[config.mk]
export PLATFORM = sky130hd
export DESIGN_NAME = cfm_udiv
export DESIGN_NICKNAME = d
export VERILOG_FILES = /design/src/rtl/cfm_div_cell.sv /design/src/rtl/cfm_udiv.sv
export SDC_FILE = /design/constraint.sdc
export NUM_CORES = 1
export LEC_CHECK = 0
export BUFFER_PORTS_ARGS = -buffer_cell sky130_fd_sc_hd__buf_2
export CORE_MARGIN = 8
export CORE_UTILIZATION = 60
export DETAILED_ROUTE_END_ITERATION = 12
export GPL_TIMING_DRIVEN = 0
export PLACE_DENSITY = 0.79
export SYNTH_ARGS = -nofsm -noshare
export SYNTH_HDL_FRONTEND = slang
export SYNTH_SLANG_ARGS = --single-unit
[constraint.sdc]
create_clock -name clk -period 2 [get_ports clk]
set_input_delay 0.1 -clock clk [delete_from_list [all_inputs] [get_ports clk]]
set_output_delay 0.1 -clock clk [all_outputs]
set_load 0.005 [all_outputs]
[src/rtl/cfm_div_cell.sv]
`timescale 1ns / 1ps
// ----------------------------------------------------------------------------
// cfm_div_cell
// one restoring division step: shifts in a dividend bit, yields a quotient bit
// ----------------------------------------------------------------------------
module cfm_div_cell #(
  parameter int unsigned NW = 8,
  parameter int unsigned DW = 4,
  parameter int unsigned TW = 1
) (
  input  logic          clk,
  input  logic          rst_n,
  input  logic          en,
  input  logic          vld_in,
  input  logic [DW-1:0] rem_in,
  input  logic [NW-1:0] dq_in,
  input  logic [DW-1:0] dvs,
  input  logic [TW-1:0] tag_in,
  output logic          vld_out,
  output logic [DW-1:0] rem_out,
  output logic [NW-1:0] dq_out,
  output logic [TW-1:0] tag_out
);

  logic [DW:0]   trial;
  logic [DW:0]   diff;
  logic          ge;
  logic [DW-1:0] rem_nxt;
  logic [NW-1:0] dq_nxt;

  always_comb begin
    trial   = {rem_in, dq_in[NW-1]};
    diff    = trial - {1'b0, dvs};
    ge      = (trial >= {1'b0, dvs});
    rem_nxt = ge ? diff[DW-1:0] : trial[DW-1:0];
    dq_nxt  = {dq_in[NW-2:0], ge};
  end

  always_ff @(posedge clk) begin
    if (!rst_n) begin
      vld_out <= 1'b0;
    end else if (en) begin
      vld_out <= vld_in;
    end
  end

  always_ff @(posedge clk) begin
    if (en) begin
      rem_out <= rem_nxt;
      dq_out  <= dq_nxt;
      tag_out <= tag_in;
    end
  end

endmodule

[src/rtl/cfm_udiv.sv]
`timescale 1ns / 1ps
// ----------------------------------------------------------------------------
// cfm_udiv
// pipelined unsigned divider, a row of nw division cells with a side tag
// ----------------------------------------------------------------------------
module cfm_udiv #(
  parameter int unsigned NW = 8,
  parameter int unsigned DW = 4,
  parameter int unsigned TW = 1
) (
  input  logic          clk,
  input  logic          rst_n,
  input  logic          en,
  input  logic          vld_in,
  input  logic [NW-1:0] dvd,
  input  logic [DW-1:0] dvs,
  input  logic [TW-1:0] tag_in,
  output logic          vld_out,
  output logic [NW-1:0] quo,
  output logic [DW-1:0] rem,
  output logic [TW-1:0] tag_out
);

  logic          vld_c [0:NW];
  logic [DW-1:0] rem_c [0:NW];
  logic [NW-1:0] dq_c  [0:NW];
  logic [TW-1:0] tag_c [0:NW];

  assign vld_c[0] = vld_in;
  assign rem_c[0] = '0;
  assign dq_c[0]  = dvd;
  assign tag_c[0] = tag_in;

  for (genvar i = 0; i < NW; i++) begin : g_cell
    cfm_div_cell #(.NW(NW), .DW(DW), .TW(TW)) u_cell (
      .clk     (clk),
      .rst_n   (rst_n),
      .en      (en),
      .vld_in  (vld_c[i]),
      .rem_in  (rem_c[i]),
      .dq_in   (dq_c[i]),
      .dvs     (dvs),
      .tag_in  (tag_c[i]),
      .vld_out (vld_c[i+1]),
      .rem_out (rem_c[i+1]),
      .dq_out  (dq_c[i+1]),
      .tag_out (tag_c[i+1])
    );
  end

  assign vld_out = vld_c[NW];
  assign quo     = dq_c[NW];
  assign rem     = rem_c[NW];
  assign tag_out = tag_c[NW];

endmodule

Word level (Yosys, flattened, before mapping)

Cells that the tools add are included.

Register bits: 112
Output and inout port bits: 14
Bits of input ports: 17
Word-level logic and storage cells: 57

Add/subtract/negate cells: 8
Magnitude comparators: 8
Muxes and demuxes: 8

Operators with widths:

| cell                                       | number |
|---|---|
| greater-or-equal comparator 5 x 4 -> 1 bit | 7 |
| 2-to-1 mux 4 bit                           | 7 |
| subtractor 4 bit                           | 7 |
| greater-or-equal comparator 1 x 4 -> 1 bit | 1 |
| subtractor 1 x 4 -> 4 bit                  | 1 |
| 2-to-1 mux 1 bit                           | 1 |

Logic depth before layout (Yosys ltp)

Depth after elaboration: 2
Mapped depth: 7
Gate-level depth less buffers: 7

Cells and area by module

A second synthesis with hierarchy kept.

Cells, all modules: 353
Area total of the unflattened synthesis: 5143.7 um^2

Modules (own cells, without submodules):

| module                              | cells an instance | seq. area each (um^2) | area each (um^2) | instances |
|---|---|---|---|---|
| cfm_div_cell (g_cell[4].u_cell ...) | 44                | 410.4                 | 650.6            | 4 |
| cfm_div_cell (g_cell[0].u_cell ...) | 44                | 410.4                 | 634.4            | 4 |
| cfm_udiv                            | 1                 | 0.0                   | 3.8              | 1 |

Worst setup path before layout

Ideal clock, no wire load.

Kind: flip-flop to flip-flop
Start: register g_cell[1].u_cell.rem_out[1]
End: register g_cell[2].u_cell.rem_out[2], data pin
Period minus slack after synthesis: 1615 ps
Stages on the path, launching flop included: 6
Data required time: 1740 ps
Setup slack: 385 ps
Setup time: 260 ps
Data arrival time: 1355 ps
Path buffers: 0
Path through: edfxtp_1 -> ha_1 -> o21ai_1 -> a21oi_2 -> nor2_4 -> mux2_4

Cells in the longest elaborated chain, start to end: 2
Elaborated cells between the ends (all ways): 3
Those cells by class: add/sub (1); order compare (1); mux (1)

Ends and longest elaborated chain:

| what                                                                           | RTL line                               | text |
|---|---|---|
| from (decl)                                                                    | cfm_div_cell.sv:20                     | `output logic [DW-1:0] rem_out,` |
| from (signal assigned)                                                         | cfm_div_cell.sv:49                     | `rem_out <= rem_nxt;` |
| subtractor 4 bit or greater-or-equal comparator 5 x 4 -> 1 bit (tied branches) | cfm_div_cell.sv:33, cfm_div_cell.sv:34 |  |
| 2-to-1 mux 4 bit *                                                             | cfm_div_cell.sv:35                     | `rem_nxt = ge ? diff[DW-1:0] : trial[DW-1:0];` |
| named net g_cell[2].u_cell.rem_nxt[2]                                          | cfm_div_cell.sv:28                     | `logic [DW-1:0] rem_nxt;` |
| to (signal assigned)                                                           | cfm_div_cell.sv:49                     |  |
| to (decl)                                                                      | cfm_div_cell.sv:20                     |  |

The timed path passes the listed nets; every way through them passes the cells marked *.
A chain may end at the register's enable or synchronous reset.

Worst setup path after layout

Start: register g_cell[0].u_cell.rem_out[1]
End: register g_cell[1].u_cell.rem_out[2], data pin

Cells in the longest elaborated chain, start to end: 2
Elaborated cells between the ends (all ways): 3
Those cells by class: add/sub (1); order compare (1); mux (1)

Ends and longest elaborated chain:

| what                                                                           | RTL line |
|---|---|
| from (decl)                                                                    | cfm_div_cell.sv:20 |
| from (signal assigned)                                                         | cfm_div_cell.sv:49 |
| subtractor 4 bit or greater-or-equal comparator 5 x 4 -> 1 bit (tied branches) | cfm_div_cell.sv:33, cfm_div_cell.sv:34 |
| 2-to-1 mux 4 bit *                                                             | cfm_div_cell.sv:35 |
| named net g_cell[1].u_cell.rem_nxt[2]                                          | cfm_div_cell.sv:28 |

Marked as above.

==> summary.md <==
| Metric | Value |
|---|---|
| Worst slack at placement | `-0.137 ns` |
| Clock share of power | `24.3%` |
| Cells after DPL | `approximately 460` |
| Relative slew margins | `66.3%` |
| Setup-failing EPs final | `0` |
| Sequential cell area fraction in the yosys report | `between 60% and 70%` |
| Global route overflow | `0` |
| RSZ-0062 raised after global routing | `no` |
| Vias in the first global route | `2559` |
| GPL Wtd Cong | `roughly 0.77` |
| CTS buffer count | `9` |
| CTS max path bufs | `2` |
| Clock slew at reported path FFs | `approximately 0.11 ns` |
| Layout fillers | `around 550` |
| Logic depth of the worst setup path including buffers | `5` |
| Final ANT Viol Nets | `0` |
| First drt pass iteration count | `4` |
| Hold Path End | `g_cell[0].u_cell.rem_out[0]` |
| CP Cell Sequence | `ha_1 > o21ai_1 > a21oi_2 > nor2_4 > mux2_4` |
| Critical hold path startpoint | `dvd[7]` |
| Flops & latches, synth | `between 100 and 150` |
| Power Dens Cells | `a little under 1000 nW/µm²` |
| Die area | `approximately 11000 µm²` |
| H-tree depth | `3` |
| Met2 WL | `3500 µm` |
| Sw frac | `a little over a quarter` |
| Delay-heaviest family, CP | `flip-flops` |
| DR top layer | `met4` |
| Cell Count, Final, Fillers Out | `~490` |
| EDFF count, synth | `between 100 and 150` |
| Syn Area/Cell | `around 15 µm²` |
| First-pass GRT wire length | `approximately 12000 µm` |
| DP Wirelength | `about 4800 µm` |
| Slack of the critical path | `0.224 ns` |
| 1st-iter DRT viols | `85` |
| Total Power | `~0.0054 W` |
| R2r startpoint | `g_cell[0].u_cell.rem_out[1]` |
| Hold path depth | `3` |
| IR Drop Worst-Case VDD | `~0.58 mV` |
| Ant diodes | `0` |
| Largest stage delay, worst path | `roughly 0.43 ns` |
| Core Rows | `33` |
| Routed vias | `between 2000 and 3000` |
| Seq pwr share | `approximately 55%` |
| Count leader, synth | `edfxtp_1` |
| Slew Viols, Final | `0` |
| Seq. cell area | `3280 µm²` |
| CTS tree | `yes` |
| Max Fclk | `approximately 560 MHz` |
| Ys async rst share | `0%` |
| Yosys top cell area share | `a little over three fifths` |
| Top post-synthesis cells by count | `104 x edfxtp_1, 30 x ha_1, 29 x nor2_1` |
| Critical Path Fanout Max | `4` |
| Comb power frac | `20.3%` |
| Drt total wl | `about 7000 µm` |
| Critical path endpoint category | `flip-flop` |
| Status | `completed` |
| Die width | `approximately 110 µm` |
| Layout Nets | `432` |
| Area of the multi-input gates | `roughly 1500 µm²` |
| Hold Crit Class | `primary input to flip-flop` |
| CTS root buf | `clkbuf_8` |
| Largest cells by area after synthesis | `edfxtp_1 63%, ha_1 7.6%, mux2i_1 4.5%` |
| Syn_nets | `~380` |
| Leading area contributor after synthesis | `edfxtp_1` |
| Mapped cell area | `about 4900 µm²` |
| Leak | `~2.2 nW` |
| Largest net degree at the start of global routing | `70` |
| Gate Count Post-Synth | `roughly 330` |
| Routed wire length on met3 | `between 200 and 300 µm` |
| Overall Global Routing Usage | `between 10% and 20%` |
| Port Buffers | `30` |
| Measured slew at the worst slew-check pin | `about 0.51 ns` |
| M1 WL | `a little over 3000 µm` |
| Ys Warns | `0` |
| Area delta synth->final | `12.0%` |
| Starting Density | `between 60 and 70%` |
| Critical path startpoint category | `flip-flop` |
| P_int | `roughly 0.0039 W` |
| Slowest cell on crit path | `edfxtp_1` |
| Number of post-CTS setup repair buffers | `0` |
| Skew final | `between 0.01 and 0.015 ns` |
| Via/cell ratio | `5.21` |
| R2R Path End | `g_cell[1].u_cell.rem_out[2]` |
| Initial antenna violation count | `0` |
| Post-route minimum period | `1.78 ns` |
| Setup TNS Final | `0 ns` |
| CP arrival | `between 1.5 and 2 ns` |
| Final period util | `between 80% and 90%` |
| # IOs | `31` |
| Worst skew pair latency | `~0.36 ns` |
| Worst EP required | `between 2 and 2.5 ns` |
| Worst path bufs/invs | `0` |
| R2R setup slack | `between 0.2 and 0.25 ns` |
| Final hold viol count | `0` |
| Core ar. | `8090 µm²` |
| Critical path type | `flip-flop to flip-flop` |
| Primary FF master, synth | `edfxtp_1` |
| Clock Sinks | `112` |
| Drt drc | `0` |
| Worst r2r path cells | `5` |
| Routed len/inst | `~14 µm` |
| Die Ht | `between 100 and 150 µm` |
| Max cap viols | `0` |
| Layout cell share with drive strength beyond 1 | `between 20% and 30%` |
| Sw Pwr | `~0.0015 W` |
| Yosys cell types | `23` |
==> registers in the layout, indices dropped and copies added (netlist names) <==
| signal | cells |
|---|---|
| g_cell.u_cell.rem_out | 32 |
| g_cell.u_cell.vld_out | 8 |
| g_cell.u_cell.dq_out | 64 |
| g_cell.u_cell.tag_out | 8 |
==> repair_timing <==
item	CTS	global route
endpoints found under the hold margin	9	0
hold buffers	9	0
gates resized for setup	0	0
==> cell type report <==
type,count,area share [%]
Buffer,9,1.17
Clock buffer,9,2.24
Clock inverter,7,1.26
Inverter,27,1.83
Multi-Input combinational cell,179,27.0
Sequential cell,112,59.3
Tap cell,105,2.37
Timing Repair Buffer,40,4.88
==> worst max path at each step <==
stage	startpoint	to	slack [ns]
4_1_cts	g_cell[2].u_cell.rem_out[1]	g_cell[3].u_cell.rem_out[2]	0.21
2_1_floorplan	g_cell[1].u_cell.rem_out[1]	g_cell[2].u_cell.rem_out[2]	0.38
5_1_grt	g_cell[2].u_cell.rem_out[1]	g_cell[3].u_cell.rem_out[2]	0.13
3_3_place_gp	en	g_cell[0].u_cell.vld_out	-0.61
3_5_place_dp	dvs[1]	g_cell[4].u_cell.rem_out[2]	-0.14
6_report	g_cell[0].u_cell.rem_out[1]	g_cell[1].u_cell.rem_out[2]	0.22
==> cells in the final DEF, fill, tap and decap left out, types with 8 or more instances in the layout <==
master / Yosys / final
dfxtp_1: 8 / 8
edfxtp_1: 104 / 104
dlygate4sd3_1: 0 / 9
buf_2: 1 / 30
buf_4: 8 / 9
nand2_1: 8 / 8
a21oi_1: 8 / 8
nor2b_1: 9 / 9
ha_1: 30 / 30
nor2_1: 29 / 29
mux2i_1: 22 / 22
nor3_1: 14 / 14
inv_1: 27 / 27
clkbuf_8: 0 / 9
==> cells by family (layout without fill, tap and decap cells) <==
family	Yosys count	after routing	share of synthesized area, %
flip-flops	112	112	66.4
AND/OR/NAND/NOR	82	82	8.86
adder cells (fa/ha/maj)	37	37	10.4
buffers and inverters	36	92	3.37
multiplexers	29	29	6.58
AO/OA/AOI/OAI	24	24	3.11
XOR/XNOR	7	7	1.24
==> through the flow <==
stage	util, %	hold WS, ns	area, µm²
after floorplan	-	0.199	4940
after global placement	64.6	0.276	5230
after detailed placement	64.9	0.278	5260
after CTS	68.4	0.00494	5540
after global routing	68.4	0.00263	5540
final	68.4	0.0265	5540
==> layer usage <==
layer	track usage, %	vias up
met5	0	-
met4	5.43	0
met3	3.42	7
met2	22.3	44
met1	15.3	1211
li1	-	1280
==> power by group through the flow <==
stage	Combinational [W]	Clock (W)	Sequential (W)
final	0.00110	0.00131	0.00299
after floorplan	0.000830	0	0.00302
after global routing	0.00123	0.00144	0.00302
after detailed placement	0.00109	0	0.00305
after CTS	0.00111	0.00135	0.00299
after global placement	0.00104	0	0.00304
==> worst min-delay path: stages <==
cell	delay, ns
buf_2	0.09
nand2_1	0.04
o21ai_0	0.06
Note: power is estimated with default switching activity, not from simulation.
